===== src/sv/ajb_pkg.sv =====
// ----------------------------------------------------------------------------
// Audio jitter buffer package
// Item types, request and status codes, and the controller/datapath link.
// ----------------------------------------------------------------------------
`timescale 1ns / 1ps

package ajb_pkg;

   typedef struct packed {
      logic [1:0]  req_type;
      logic [63:0] session_number;
      logic [63:0] first_byte;
      logic [15:0] payload_len;
      logic [7:0]  data_byte;
      logic        byte_last;
   } req_item_type;

   typedef struct packed {
      logic [2:0] status;
      logic [7:0] out_byte;
      logic       cell_last;
   } rsp_item_type;

   localparam int BB_W = 17;
   localparam logic [BB_W-1:0] BUFFER_BYTES_RESET = 17'd65536;

   localparam logic [1:0] REQ_HEADER  = 2'd0;
   localparam logic [1:0] REQ_PAYLOAD = 2'd1;
   localparam logic [1:0] REQ_READ    = 2'd2;

   localparam logic [2:0] ST_NEW_SESSION   = 3'd0;
   localparam logic [2:0] ST_HDR_ACCEPTED  = 3'd1;
   localparam logic [2:0] ST_HDR_DROPPED   = 3'd2;
   localparam logic [2:0] ST_BYTE_STORED   = 3'd3;
   localparam logic [2:0] ST_BYTE_IGNORED  = 3'd4;
   localparam logic [2:0] ST_BYTE_OUT      = 3'd5;
   localparam logic [2:0] ST_NOT_STARTED   = 3'd6;
   localparam logic [2:0] ST_WAITING       = 3'd7;

   localparam logic [4:0] OP_IDLE     = 5'd0;
   localparam logic [4:0] OP_LATCH    = 5'd1;
   localparam logic [4:0] OP_EVAL     = 5'd2;
   localparam logic [4:0] OP_HDR_NEW  = 5'd3;
   localparam logic [4:0] OP_HDR_SAME = 5'd4;
   localparam logic [4:0] OP_DIV_CC   = 5'd5;
   localparam logic [4:0] OP_SET_CC   = 5'd6;
   localparam logic [4:0] OP_SET_SPAN = 5'd7;
   localparam logic [4:0] OP_DIV_Q    = 5'd8;
   localparam logic [4:0] OP_DIV_R    = 5'd9;
   localparam logic [4:0] OP_MUL      = 5'd10;
   localparam logic [4:0] OP_SET_WB   = 5'd11;
   localparam logic [4:0] OP_SET_RB   = 5'd12;
   localparam logic [4:0] OP_CHK      = 5'd13;
   localparam logic [4:0] OP_PAY      = 5'd14;
   localparam logic [4:0] OP_LAG      = 5'd15;
   localparam logic [4:0] OP_RMEM     = 5'd16;
   localparam logic [4:0] OP_RDAT     = 5'd17;
   localparam logic [4:0] OP_CLR      = 5'd18;

   typedef struct packed {
      logic [4:0] op;
      logic       src_rp;
      logic       rsp_fire;
      logic [2:0] rsp_status;
   } dp_cmd_type;

   typedef struct packed {
      logic [1:0] req_kind;
      logic       sess_lt;
      logic       sess_gt;
      logic       bad_len;
      logic       inval;
      logic       fb_le_start;
      logic       fb_in_lag;
      logic       stopped;
      logic       ro_zero;
      logic       rp_ahead;
      logic       pay_ok;
      logic       div_busy;
      logic       clr_last;
   } dp_stat_type;

endpackage


===== src/sv/ajb_csr.sv =====
// ----------------------------------------------------------------------------
// Audio jitter buffer register port
// APB-style access to the buffer size register.
// ----------------------------------------------------------------------------
`timescale 1ns / 1ps

module ajb_csr (
   input  logic        clock,
   input  logic        reset,
   input  logic        psel,
   input  logic        penable,
   input  logic        pwrite,
   input  logic [2:0]  paddr,
   input  logic [31:0] pwdata,
   output logic [31:0] prdata,
   output logic        pready,
   output logic [16:0] buffer_bytes
);
   import ajb_pkg::*;

   logic [BB_W-1:0] buffer_bytes_ff, buffer_bytes_in;
   logic            hit;

   assign hit = paddr[2] == 1'b0;

   always_comb begin
      buffer_bytes_in = buffer_bytes_ff;
      if (psel && penable && pwrite && hit) begin
         buffer_bytes_in = pwdata[BB_W-1:0];
      end
   end

   always_ff @(posedge clock) begin
      if (reset) begin
         buffer_bytes_ff <= BUFFER_BYTES_RESET;
      end else begin
         buffer_bytes_ff <= buffer_bytes_in;
      end
   end

   assign prdata       = hit ? {15'd0, buffer_bytes_ff} : 32'd0;
   assign pready       = 1'b1;
   assign buffer_bytes = buffer_bytes_ff;

endmodule


===== config.mk =====
export PLATFORM = sky130hd
export DESIGN_NAME = ajb_csr
export DESIGN_NICKNAME = d
export VERILOG_FILES = /design/src/sv/ajb_pkg.sv /design/src/sv/ajb_csr.sv
export SDC_FILE = /design/constraint.sdc
export NUM_CORES = 1
export LEC_CHECK = 0
export ABC_AREA = 1
export BUFFER_PORTS_ARGS = -buffer_cell sky130_fd_sc_hd__buf_2
export CAP_MARGIN = 20
export CELL_PAD_IN_SITES_DETAIL_PLACEMENT = 1
export CELL_PAD_IN_SITES_GLOBAL_PLACEMENT = 1
export CORE_MARGIN = 5
export CORE_UTILIZATION = 24
export CTS_CLUSTER_SIZE = 20
export DETAILED_ROUTE_END_ITERATION = 8
export PLACE_DENSITY = 0.88
export SLEW_MARGIN = 10
export SYNTH_ARGS = -nofsm -noshare
export SYNTH_HDL_FRONTEND = slang
export SYNTH_SLANG_ARGS = --single-unit
export TNS_END_PERCENT = 50

===== constraint.sdc =====
create_clock -name clock -period 1 [get_ports clock]
set_input_delay 0.1 -clock clock [delete_from_list [all_inputs] [get_ports clock]]
set_output_delay 0.1 -clock clock [all_outputs]
set_load 0.05 [all_outputs]

==> impl_results.md <==
* Status: complete, but fails checks
* Failing checks: setup timing
* Sequential area share after synthesis at 31.0%
* Area Growth Syn to Fin at 63.6%
* GP Congestion at 0.625
* Rows at 24
* Synth Flop Type: dfxtp_1
* Clock-pin slew on the worst setup and hold paths at 0.07 ns
* Leak Pwr at 0.900 nW
* Pint at 0.00118 W
* Setup crit end kind: output port
* Arrival @ worst endpoint at 0.91 ns
* Share of layout cells above drive strength 1 at 62.4%
* Tcrit/Tclk final at 101%
* Fmax at 0.995 GHz
* Hold Fails Final Rpt at 0
* Htree depth at 1
* DP Area at 1560 um2
* Register share of total power at 38.1%
* Total GRT Usage at 11.5%
* Post-synth EDFFs at 0
* # port buffers at 56
* Max reg flops at 17
* N_diodes at 0
* Synth top area share at 31.0%
* Skew final at 0 ns
* Dpl cells at 271
* Die width at 77.6 um
* Slew Viols, Final at 0
* Req. time, crit path at 0.90 ns
* Vias in the first global route at 1284
* Crit path kind: register to output port
* Post-Layout Inst Area at 1800 um2
* Largest net degree at the start of global routing at 18
* Critical Path Start Type: register
* CP max stage delay at 0.36 ns
* Post-CTS Hold Buffers at 0
* Die area at 6020 um2
* Cell Count, Final, Fillers Out at 281
* Clock tree buffer depth at 2
* FFs w/ async S/R, synth at 0%
* First-pass DRT Iterations at 2
* Post-synthesis cell area at 1100 um2
* Initial core utilization at 25.0%
* Post-route minimum period at 1.01 ns
* CTS sink cnt at 17
* Top-count cell post-synth: inv_1
* IO Count at 90
* Psw at 0.000724 W
* Synth area leaders: dfxtp_1 (31%), inv_1 (12%), buf_4 (12%)
* DRC viols at 0
* Die H at 77.6 um
* Distinct cells, synth at 18
* Util after Layout at 41.0%
* Avg Cell Area, Syn at 6.61 um2
* Fraction of power consumed by combinational cells at 34.4%
* Final setup viols at 1
* Synthesized flop and latch total at 17
* Detailed placement HPWL at 2580 um
* Critical path cell sequence: inv_2, nor2_4, buf_6
* RSZ-0062 raised after global routing: yes
* Filler cells at 552
* Vias at 1143
* Worst hold margin at 0.0824 ns
* Routed len/inst at 12.1 um
* HP Class: input port to register
* Power per cell area at 1060 nW/um2
* Num CTS Buffers at 3
* TritonCTS clock tree: done
* Fin nets at 270
* Power share of the clock group at 27.4%
* Max stage delay cell, worst path: dfxtp_4
* Yosys top cell by area: dfxtp_1
* WL final at 3410 um
* Total grt overflow at 0
* Fraction of power spent switching nets at 38.1%
* Worst path bufs/invs at 2
* Ys Warns at 0
* Via density at 4.07
* Routed Antenna Nets at 0
* CP delay by family, top: flip-flops
* Final Worst Setup Slack at -0.00548 ns
* Global-route wire length before repair at 5730 um
* Dpl ws at 0.0546 ns
* Most common library cells after synthesis: inv_1 (35), nor2_1 (31), nor2_2 (18)
* Clock latency on the worst-skew pair at 0.25 ns
* Cell count after synthesis at 166
* Root buffer cell: clkbuf_8
* Peak supply drop at 416 uV
* Initial antenna violation count at 0
* Max_cap viols at 0
* CP Max Fanout at 3
* Iteration-0 DRC Markers at 18
* Core ar. at 4380 um2
cell usage in the layout (no fill, tap or decap), types with 3 or more instances in the layout:
master,netlist,routed
clkbuf_8,0,3
buf_12,1,5
nor2_1,31,14
inv_2,0,16
inv_1,35,19
nor2_2,18,18
buf_2,0,39
nand2_1,17,17
buf_4,17,6
nor2_4,1,18
buf_8,0,8
conb_1,2,16
dfxtp_2,0,16
nand3_1,17,17
buf_6,2,9
metrics by stage:
step / TNS [ns] / total power [W]
2_1_floorplan: -1.39 / 0.00125
3_3_place_gp: 0 / 0.00133
3_5_place_dp: 0 / 0.00135
4_1_cts: -0.0685 / 0.00193
5_1_grt: -0.301 / 0.00200
6_report: -0.00548 / 0.00190
routing by layer:
layer	share of wire [%]	GRT usage [%]
met5	0	0
met2	55	22.4
met3	7.3	3.13
met1	37	12.0
met4	0.67	2.58
repair_timing:
action | in CTS | in global routing
setup buffers | 1 | 5
gates resized for setup | 59 | 8
setup endpoints to repair | 21 | 21
pin swaps | 1 | 1
cell type report:
cell class / instances / area (um2) / area share (%)
multi-input combinational: 104 / 619 / 34.5
timing repair buffer: 67 / 562 / 31.3
sequential: 17 / 364 / 20.3
inverter: 37 / 140 / 7.80
tap: 52 / 65.1 / 3.62
clock buffer: 4 / 45.0 / 2.51
tightest hold or removal path: stages:
cell and delay, ns:
buf_2 0.08, nand2_1 0.05, nand3_1 0.07
worst paths after layout:
| check | from | slack (ns) | end | cells after the start |
|---|---|---|---|---|
| setup reg to reg | buffer_bytes[10]$_SDFFE_PP0P_ | 0.28 | buffer_bytes[10]$_SDFFE_PP0P_ | 3 |
| setup / recovery | buffer_bytes[5]$_SDFFE_PP0P_ | -0.005 | prdata[5] | 3 |
| hold / removal | pwdata[16] | 0.08 | buffer_bytes[16]$_SDFFE_PP1P_ | 3 |
| hold reg to reg | buffer_bytes[16]$_SDFFE_PP1P_ | 0.49 | buffer_bytes[16]$_SDFFE_PP1P_ | 2 |
power groups by stage:
stage / Sequential, W / Clock [W] / Combinational (W)
detailed placement: 0.000736 / 0 / 0.000611
global placement: 0.000735 / 0 / 0.000599
CTS: 0.000726 / 0.000561 / 0.000641
floorplan: 0.000817 / 0 / 0.000430
global route: 0.000728 / 0.000578 / 0.000697
finish: 0.000725 / 0.000521 / 0.000654
kinds of logic (layout without fill, tap and decap cells):
group	Yosys count	in the layout	share of synthesized area, %
compound gates	1	1	0.456
buf+inv	59	108	29.0
flops	17	17	31.0
other cells	2	16	0.684
simple gates	87	87	38.9
(Power assumes the default switching activity.)
