**src/sv/ajb_pkg.sv**
```systemverilog
// ----------------------------------------------------------------------------
// Audio jitter buffer package
// Item types, request and status codes, and the controller/datapath link.
// ----------------------------------------------------------------------------
`timescale 1ns / 1ps

package ajb_pkg;

   typedef struct packed {
      logic [1:0]  req_type;
      logic [63:0] session_number;
      logic [63:0] first_byte;
      logic [15:0] payload_len;
      logic [7:0]  data_byte;
      logic        byte_last;
   } req_item_type;

   typedef struct packed {
      logic [2:0] status;
      logic [7:0] out_byte;
      logic       cell_last;
   } rsp_item_type;

   localparam int BB_W = 17;
   localparam logic [BB_W-1:0] BUFFER_BYTES_RESET = 17'd65536;

   localparam logic [1:0] REQ_HEADER  = 2'd0;
   localparam logic [1:0] REQ_PAYLOAD = 2'd1;
   localparam logic [1:0] REQ_READ    = 2'd2;

   localparam logic [2:0] ST_NEW_SESSION   = 3'd0;
   localparam logic [2:0] ST_HDR_ACCEPTED  = 3'd1;
   localparam logic [2:0] ST_HDR_DROPPED   = 3'd2;
   localparam logic [2:0] ST_BYTE_STORED   = 3'd3;
   localparam logic [2:0] ST_BYTE_IGNORED  = 3'd4;
   localparam logic [2:0] ST_BYTE_OUT      = 3'd5;
   localparam logic [2:0] ST_NOT_STARTED   = 3'd6;
   localparam logic [2:0] ST_WAITING       = 3'd7;

   localparam logic [4:0] OP_IDLE     = 5'd0;
   localparam logic [4:0] OP_LATCH    = 5'd1;
   localparam logic [4:0] OP_EVAL     = 5'd2;
   localparam logic [4:0] OP_HDR_NEW  = 5'd3;
   localparam logic [4:0] OP_HDR_SAME = 5'd4;
   localparam logic [4:0] OP_DIV_CC   = 5'd5;
   localparam logic [4:0] OP_SET_CC   = 5'd6;
   localparam logic [4:0] OP_SET_SPAN = 5'd7;
   localparam logic [4:0] OP_DIV_Q    = 5'd8;
   localparam logic [4:0] OP_DIV_R    = 5'd9;
   localparam logic [4:0] OP_MUL      = 5'd10;
   localparam logic [4:0] OP_SET_WB   = 5'd11;
   localparam logic [4:0] OP_SET_RB   = 5'd12;
   localparam logic [4:0] OP_CHK      = 5'd13;
   localparam logic [4:0] OP_PAY      = 5'd14;
   localparam logic [4:0] OP_LAG      = 5'd15;
   localparam logic [4:0] OP_RMEM     = 5'd16;
   localparam logic [4:0] OP_RDAT     = 5'd17;
   localparam logic [4:0] OP_CLR      = 5'd18;

   typedef struct packed {
      logic [4:0] op;
      logic       src_rp;
      logic       rsp_fire;
      logic [2:0] rsp_status;
   } dp_cmd_type;

   typedef struct packed {
      logic [1:0] req_kind;
      logic       sess_lt;
      logic       sess_gt;
      logic       bad_len;
      logic       inval;
      logic       fb_le_start;
      logic       fb_in_lag;
      logic       stopped;
      logic       ro_zero;
      logic       rp_ahead;
      logic       pay_ok;
      logic       div_busy;
      logic       clr_last;
   } dp_stat_type;

endpackage

```
**src/sv/ajb_ctrl.sv**
```systemverilog
// ----------------------------------------------------------------------------
// Audio jitter buffer controller
// Sequences headers, payload bytes, reads and store clearing.
// ----------------------------------------------------------------------------
`timescale 1ns / 1ps

module ajb_ctrl (
   input  logic                 clock,
   input  logic                 reset,
   input  logic                 start,
   input  logic [1:0]           req_kind,
   input  ajb_pkg::dp_stat_type stat,
   output logic                 busy,
   output ajb_pkg::dp_cmd_type  cmd
);
   import ajb_pkg::*;

   localparam logic [4:0] S_CLR   = 5'd0;
   localparam logic [4:0] S_IDLE  = 5'd1;
   localparam logic [4:0] S_BAD   = 5'd2;
   localparam logic [4:0] S_PAY   = 5'd3;
   localparam logic [4:0] S_EVAL  = 5'd4;
   localparam logic [4:0] S_HDR   = 5'd5;
   localparam logic [4:0] S_EVAL2 = 5'd6;
   localparam logic [4:0] S_DCC   = 5'd7;
   localparam logic [4:0] S_DCC_W = 5'd8;
   localparam logic [4:0] S_SPAN  = 5'd9;
   localparam logic [4:0] S_CBQ   = 5'd10;
   localparam logic [4:0] S_CBQ_W = 5'd11;
   localparam logic [4:0] S_CBR   = 5'd12;
   localparam logic [4:0] S_CBR_W = 5'd13;
   localparam logic [4:0] S_CBM   = 5'd14;
   localparam logic [4:0] S_CBSET = 5'd15;
   localparam logic [4:0] S_CHK   = 5'd16;
   localparam logic [4:0] S_RDEC  = 5'd17;
   localparam logic [4:0] S_RLAG  = 5'd18;
   localparam logic [4:0] S_RCHK  = 5'd19;
   localparam logic [4:0] S_RMEM  = 5'd20;
   localparam logic [4:0] S_RDAT  = 5'd21;

   logic [4:0] state_ff, state_in;
   logic       cb_read_ff, cb_read_in;
   logic       cb_new_ff, cb_new_in;
   logic       clr_fire_ff, clr_fire_in;

   always_comb begin
      state_in    = state_ff;
      cb_read_in  = cb_read_ff;
      cb_new_in   = cb_new_ff;
      clr_fire_in = clr_fire_ff;
      cmd         = '0;
      case (state_ff)
         S_CLR: begin
            cmd.op = OP_CLR;
            if (stat.clr_last) begin
               state_in    = S_IDLE;
               clr_fire_in = 1'b0;
               if (clr_fire_ff) begin
                  cmd.rsp_fire   = 1'b1;
                  cmd.rsp_status = ST_NEW_SESSION;
               end
            end
         end
         S_IDLE: begin
            if (start) begin
               cmd.op = OP_LATCH;
               case (req_kind)
                  REQ_HEADER, REQ_READ: state_in = S_EVAL;
                  REQ_PAYLOAD:          state_in = S_PAY;
                  default:              state_in = S_BAD;
               endcase
            end
         end
         S_BAD: begin
            cmd.rsp_fire   = 1'b1;
            cmd.rsp_status = ST_BYTE_IGNORED;
            state_in       = S_IDLE;
         end
         S_PAY: begin
            cmd.op         = OP_PAY;
            cmd.rsp_fire   = 1'b1;
            cmd.rsp_status = stat.pay_ok ? ST_BYTE_STORED : ST_BYTE_IGNORED;
            state_in       = S_IDLE;
         end
         S_EVAL: begin
            cmd.op   = OP_EVAL;
            state_in = (stat.req_kind == REQ_HEADER) ? S_HDR : S_RDEC;
         end
         S_HDR: begin
            if (stat.sess_lt) begin
               cmd.rsp_fire   = 1'b1;
               cmd.rsp_status = ST_HDR_DROPPED;
               state_in       = S_IDLE;
            end else if (stat.sess_gt) begin
               cmd.op = OP_HDR_NEW;
               if (stat.bad_len) begin
                  cmd.rsp_fire   = 1'b1;
                  cmd.rsp_status = ST_HDR_DROPPED;
                  state_in       = S_IDLE;
               end else begin
                  state_in = S_DCC;
               end
            end else begin
               cmd.op = OP_HDR_SAME;
               if (stat.inval || stat.fb_le_start) begin
                  cmd.rsp_fire   = 1'b1;
                  cmd.rsp_status = ST_HDR_DROPPED;
                  state_in       = S_IDLE;
               end else begin
                  state_in = S_EVAL2;
               end
            end
         end
         S_EVAL2: begin
            if (stat.fb_in_lag) begin
               cmd.rsp_fire   = 1'b1;
               cmd.rsp_status = ST_HDR_DROPPED;
               state_in       = S_IDLE;
            end else begin
               cb_read_in = 1'b0;
               cb_new_in  = 1'b0;
               state_in   = S_CBQ;
            end
         end
         S_DCC: begin
            cmd.op   = OP_DIV_CC;
            state_in = S_DCC_W;
         end
         S_DCC_W: begin
            if (!stat.div_busy) begin
               cmd.op   = OP_SET_CC;
               state_in = S_SPAN;
            end
         end
         S_SPAN: begin
            cmd.op     = OP_SET_SPAN;
            cb_read_in = 1'b0;
            cb_new_in  = 1'b1;
            state_in   = S_CBQ;
         end
         S_CBQ: begin
            cmd.op     = OP_DIV_Q;
            cmd.src_rp = cb_read_ff;
            state_in   = S_CBQ_W;
         end
         S_CBQ_W: begin
            if (!stat.div_busy) begin
               state_in = S_CBR;
            end
         end
         S_CBR: begin
            cmd.op   = OP_DIV_R;
            state_in = S_CBR_W;
         end
         S_CBR_W: begin
            if (!stat.div_busy) begin
               state_in = S_CBM;
            end
         end
         S_CBM: begin
            cmd.op   = OP_MUL;
            state_in = S_CBSET;
         end
         S_CBSET: begin
            if (cb_read_ff) begin
               cmd.op   = OP_SET_RB;
               state_in = S_RMEM;
            end else begin
               cmd.op   = OP_SET_WB;
               state_in = S_CHK;
            end
         end
         S_CHK: begin
            cmd.op = OP_CHK;
            if (cb_new_ff) begin
               clr_fire_in = 1'b1;
               state_in    = S_CLR;
            end else begin
               cmd.rsp_fire   = 1'b1;
               cmd.rsp_status = ST_HDR_ACCEPTED;
               state_in       = S_IDLE;
            end
         end
         S_RDEC: begin
            if (stat.stopped) begin
               cmd.rsp_fire   = 1'b1;
               cmd.rsp_status = ST_NOT_STARTED;
               state_in       = S_IDLE;
            end else if (stat.ro_zero) begin
               state_in = S_RLAG;
            end else begin
               state_in = S_RMEM;
            end
         end
         S_RLAG: begin
            cmd.op   = OP_LAG;
            state_in = S_RCHK;
         end
         S_RCHK: begin
            if (stat.rp_ahead) begin
               cmd.rsp_fire   = 1'b1;
               cmd.rsp_status = ST_WAITING;
               state_in       = S_IDLE;
            end else begin
               cb_read_in = 1'b1;
               cb_new_in  = 1'b0;
               state_in   = S_CBQ;
            end
         end
         S_RMEM: begin
            cmd.op   = OP_RMEM;
            state_in = S_RDAT;
         end
         S_RDAT: begin
            cmd.op         = OP_RDAT;
            cmd.rsp_fire   = 1'b1;
            cmd.rsp_status = ST_BYTE_OUT;
            state_in       = S_IDLE;
         end
         default: begin
            state_in = S_IDLE;
         end
      endcase
   end

   always_ff @(posedge clock) begin
      if (reset) begin
         state_ff    <= S_CLR;
         cb_read_ff  <= 1'b0;
         cb_new_ff   <= 1'b0;
         clr_fire_ff <= 1'b0;
      end else begin
         state_ff    <= state_in;
         cb_read_ff  <= cb_read_in;
         cb_new_ff   <= cb_new_in;
         clr_fire_ff <= clr_fire_in;
      end
   end

   assign busy = state_ff != S_IDLE;

endmodule

```
**config.mk**
```make
export PLATFORM = sky130hd
export DESIGN_NAME = ajb_ctrl
export DESIGN_NICKNAME = d
export VERILOG_FILES = /design/src/sv/ajb_pkg.sv /design/src/sv/ajb_ctrl.sv
export SDC_FILE = /design/constraint.sdc
export NUM_CORES = 1
export LEC_CHECK = 0
export BUFFER_PORTS_ARGS = -buffer_cell sky130_fd_sc_hd__buf_4
export CAP_MARGIN = 20
export CELL_PAD_IN_SITES_DETAIL_PLACEMENT = 1
export CELL_PAD_IN_SITES_GLOBAL_PLACEMENT = 1
export CORE_MARGIN = 2
export CORE_UTILIZATION = 41
export CTS_CLUSTER_SIZE = 24
export DETAILED_ROUTE_END_ITERATION = 16
export PLACE_DENSITY = 0.89
export SYNTH_ARGS = -nofsm -noshare
export SYNTH_HDL_FRONTEND = slang
export SYNTH_SLANG_ARGS = --single-unit
```
**constraint.sdc**
```tcl
create_clock -name clock -period 2.69 [get_ports clock]
set_input_delay 0.538 -clock clock [delete_from_list [all_inputs] [get_ports clock]]
set_output_delay 0.538 -clock clock [all_outputs]
set_load 0.1 [all_outputs]
```
==> out/qor.yml <==
floorplanning:
  start_util_pct: 42.9
  core_area_sq_um: 3030
  dieArea_sq_um: 3630
  num_rows: 20
  die_h_microns: 60.3
  die_w_microns: 60.3
  ioPinCount: 30
synth:
  syn-num-nets: 204
  ys_types: 63
  ys_seq_elements: 8
  syn_inst: 185
  yosysWarnings: 0
  synthFlopType: "dfxtp_1"
  synth-edff-count: 0
  async_reset_ff_share_pct: 0
  syn-cell-area_sq_um: 1300
  ys_seq_area_share_pct: 12.3
  avgSynthCellArea_sq_um: 7.02
cts:
  cts_root_buf: "clkbuf_4"
  cts_buffers: 3
  cts_setup_buffers: 0
  worstSkewPairLatency_ns: 0.27
  cts.sinks: 8
  cts_tree: "built"
  clk_pin_slew_ns: 0.06
  htreeDepth: 1
  clock_path_buffers: 2
placed_design:
  gp_congestion: 0.983
  place.port_buffers: 29
  placed_cells: 251
  placed_cell_area_sq_um: 1670
  hpwl_microns: 4050
grt:
  grt-ovfl-total: 0
  grt_pass1_vias: 1568
  antenna_found_initial: 0
  grt_max_degree: 25
  grt_first_pass_wirelength_microns: 8470
  grt_usage_pct: 31.7
pwr:
  vdd_ir_drop_max_uv: 233
  p_per_area_nw_per_um2: 322
  p_leak_nw: 0.616
setup_path:
  cp_max_fo: 9
  arrival_ns: 2.04
  critical-path-max-stage-delay_ns: 0.45
  startpoint_type: "flop"
  reg2reg_slack_ns: 0.49
  crit_family: "simple AND/OR/NAND/NOR gates"
  reg2reg_to: "state_ff[1]$_SDFFE_PP0P_"
  worstSetupPathType: "flop to output pin"
  cp-end-kind: "output pin"
  r2r_cells: 6
  rr_startpoint: "state_ff[3]$_SDFFE_PP0P_"
  path_buf_inv: 1
  path_cells: "nor2_4, nand3_1, o31a_1, a31oi_2, buf_4"
  slowest_stage: "dfxtp_1"
  cp.required_ns: 2.15
sta:
  rsz0062_at_grt: "false"
  skew_ns: 0.00976
  holdWs_ns: 0.518
  setup_viol_count_final: 0
  period_minus_slack_ns: 2.57
  finalHoldViolCount: 0
  timing.slew.headroom_pct: 69.3
  timing.fmax_mhz: 389
  maxSlewViolCount: 0
  fin_crit_sh_pct: 95.7
  tightest_slew_ns: 0.461
  setup_tns_ns: 0
finish:
  drive_above_1_share_pct: 35.7
  area_growth_pct: 31.2
  nets: 231
  final_cells: 254
  num_antenna_cells: 0
  fin_util_pct: 56.3
  design_area_sq_um: 1700
route:
  viasPerCell: 6.43
  wl_met2_microns: 2570
  wl_met3_microns: 358
  final_antenna_net_count: 0
  vias: 1633
  firstDrtPassIters: 4
  routedWlPerCell_microns: 20.9
  topRoutingLayerUsed: "met4"
  post-route-drc-count: 0
  met1Wirelength_microns: 2200
  drtIter0Drc: 127
  wl_microns: 5310
min_path:
  hp-class: "input port to flop"
  min_path_cells: 2
  holdPathEnd: "state_ff[4]$_SDFFE_PP0P_"
  min_from: "reset"
outcome:
  outcome: "finished, final reports clean"
run:
  drv_cap: 0
==> routing by layer <==
layer	track usage, %	up-vias
li1	-	753
met1	42.0	781
met2	50.3	83
met3	5.19	16
met4	13.7	0
met5	0	-
==> logic make-up after synthesis <==
| logic type | synth area share [%] |
|---|---|
| AO/OA/AOI/OAI | 36.2 |
| XOR/XNOR | 0.674 |
| buffers and inverters | 11.2 |
| flip-flops | 12.3 |
| multiplexers | 2.41 |
| AND/OR/NAND/NOR | 37.2 |
==> sequential cells by signal, summed over array words and instances, names as in the netlist <==
register,count
cb_read_ff,1
cb_new_ff,1
clr_fire_ff,1
state_ff,5
==> area by class of cell <==
class	count	area [sq um]
multi-input cells	152	1080
well taps	44	55.1
fillers	398	1320
inverters	7	38.8
repair buffers	40	342
flip-flops and latches	8	168
clock buffers	3	22.5
==> placed cells by master (no fill, tap or decap), drive strengths merged, types with 3 or more instances in the layout <==
master,count
a31oi,6
inv,7
nor2b,6
nor4,4
nand2b,4
dfxtp,8
clkbuf,3
nand3,5
a211oi,3
nand3b,4
nor3,13
nand2,21
a21oi,14
nor3b,3
o211ai,3
buf,40
o21ai,14
nor2,11
==> cell usage after synthesis, types with 3 or more instances <==
library cell	n	area, sq um
inv_1	5	18.8
nand3b_1	4	30.0
dfxtp_1	8	160
buf_4	5	37.5
nand3_1	5	25.0
nor2_1	10	37.5
o21ai_0	9	45.0
o211ai_1	3	22.5
nand2b_1	3	18.8
nand2_1	19	71.3
nor2b_1	5	31.3
nor4_1	3	18.8
buf_2	8	40.0
o21ai_1	5	25.0
nor3_1	12	60.1
a31oi_1	6	37.5
buf_6	3	33.8
nor3b_1	3	22.5
a21oi_1	14	70.1
==> how the worst max path moves through the flow <==
| stage | from | endpoint | slack (ns) | cells past startpoint |
|---|---|---|---|---|
| floorplan | state_ff[4]$_SDFFE_PP0P_ | cmd[1] | -0.42 | 5 |
| detailed placement | state_ff[0]$_SDFFE_PP0P_ | cmd[6] | 0.26 | 6 |
| global route | state_ff[3]$_SDFFE_PP0P_ | cmd[3] | 0.02 | 5 |
| global placement | stat[9] | cmd[1] | 0.41 | 7 |
| CTS | state_ff[2]$_SDFFE_PP0P_ | cmd[6] | 0.06 | 6 |
| finish | state_ff[3]$_SDFFE_PP0P_ | cmd[3] | 0.12 | 5 |
==> through the flow <==
step,setup slack [ns],power (mW)
5_1_grt,0.0226,0.573
4_1_cts,0.0590,0.547
3_5_place_dp,0.258,0.445
6_report,0.117,0.549
2_1_floorplan,-0.418,0.352
3_3_place_gp,0.414,0.432
==> report_power, final <==
group          switching [mW]  internal (mW)
clock                  0.0480         0.0515
sequential             0.0138          0.122
combinational           0.208          0.106
total                   0.270          0.279
==> what timing repair did <==
item,in CTS,in global routing
gates resized for setup,1,4
hold buffers,0,0
endpoints found under the setup margin,2,4
(Power assumes the default switching activity.)
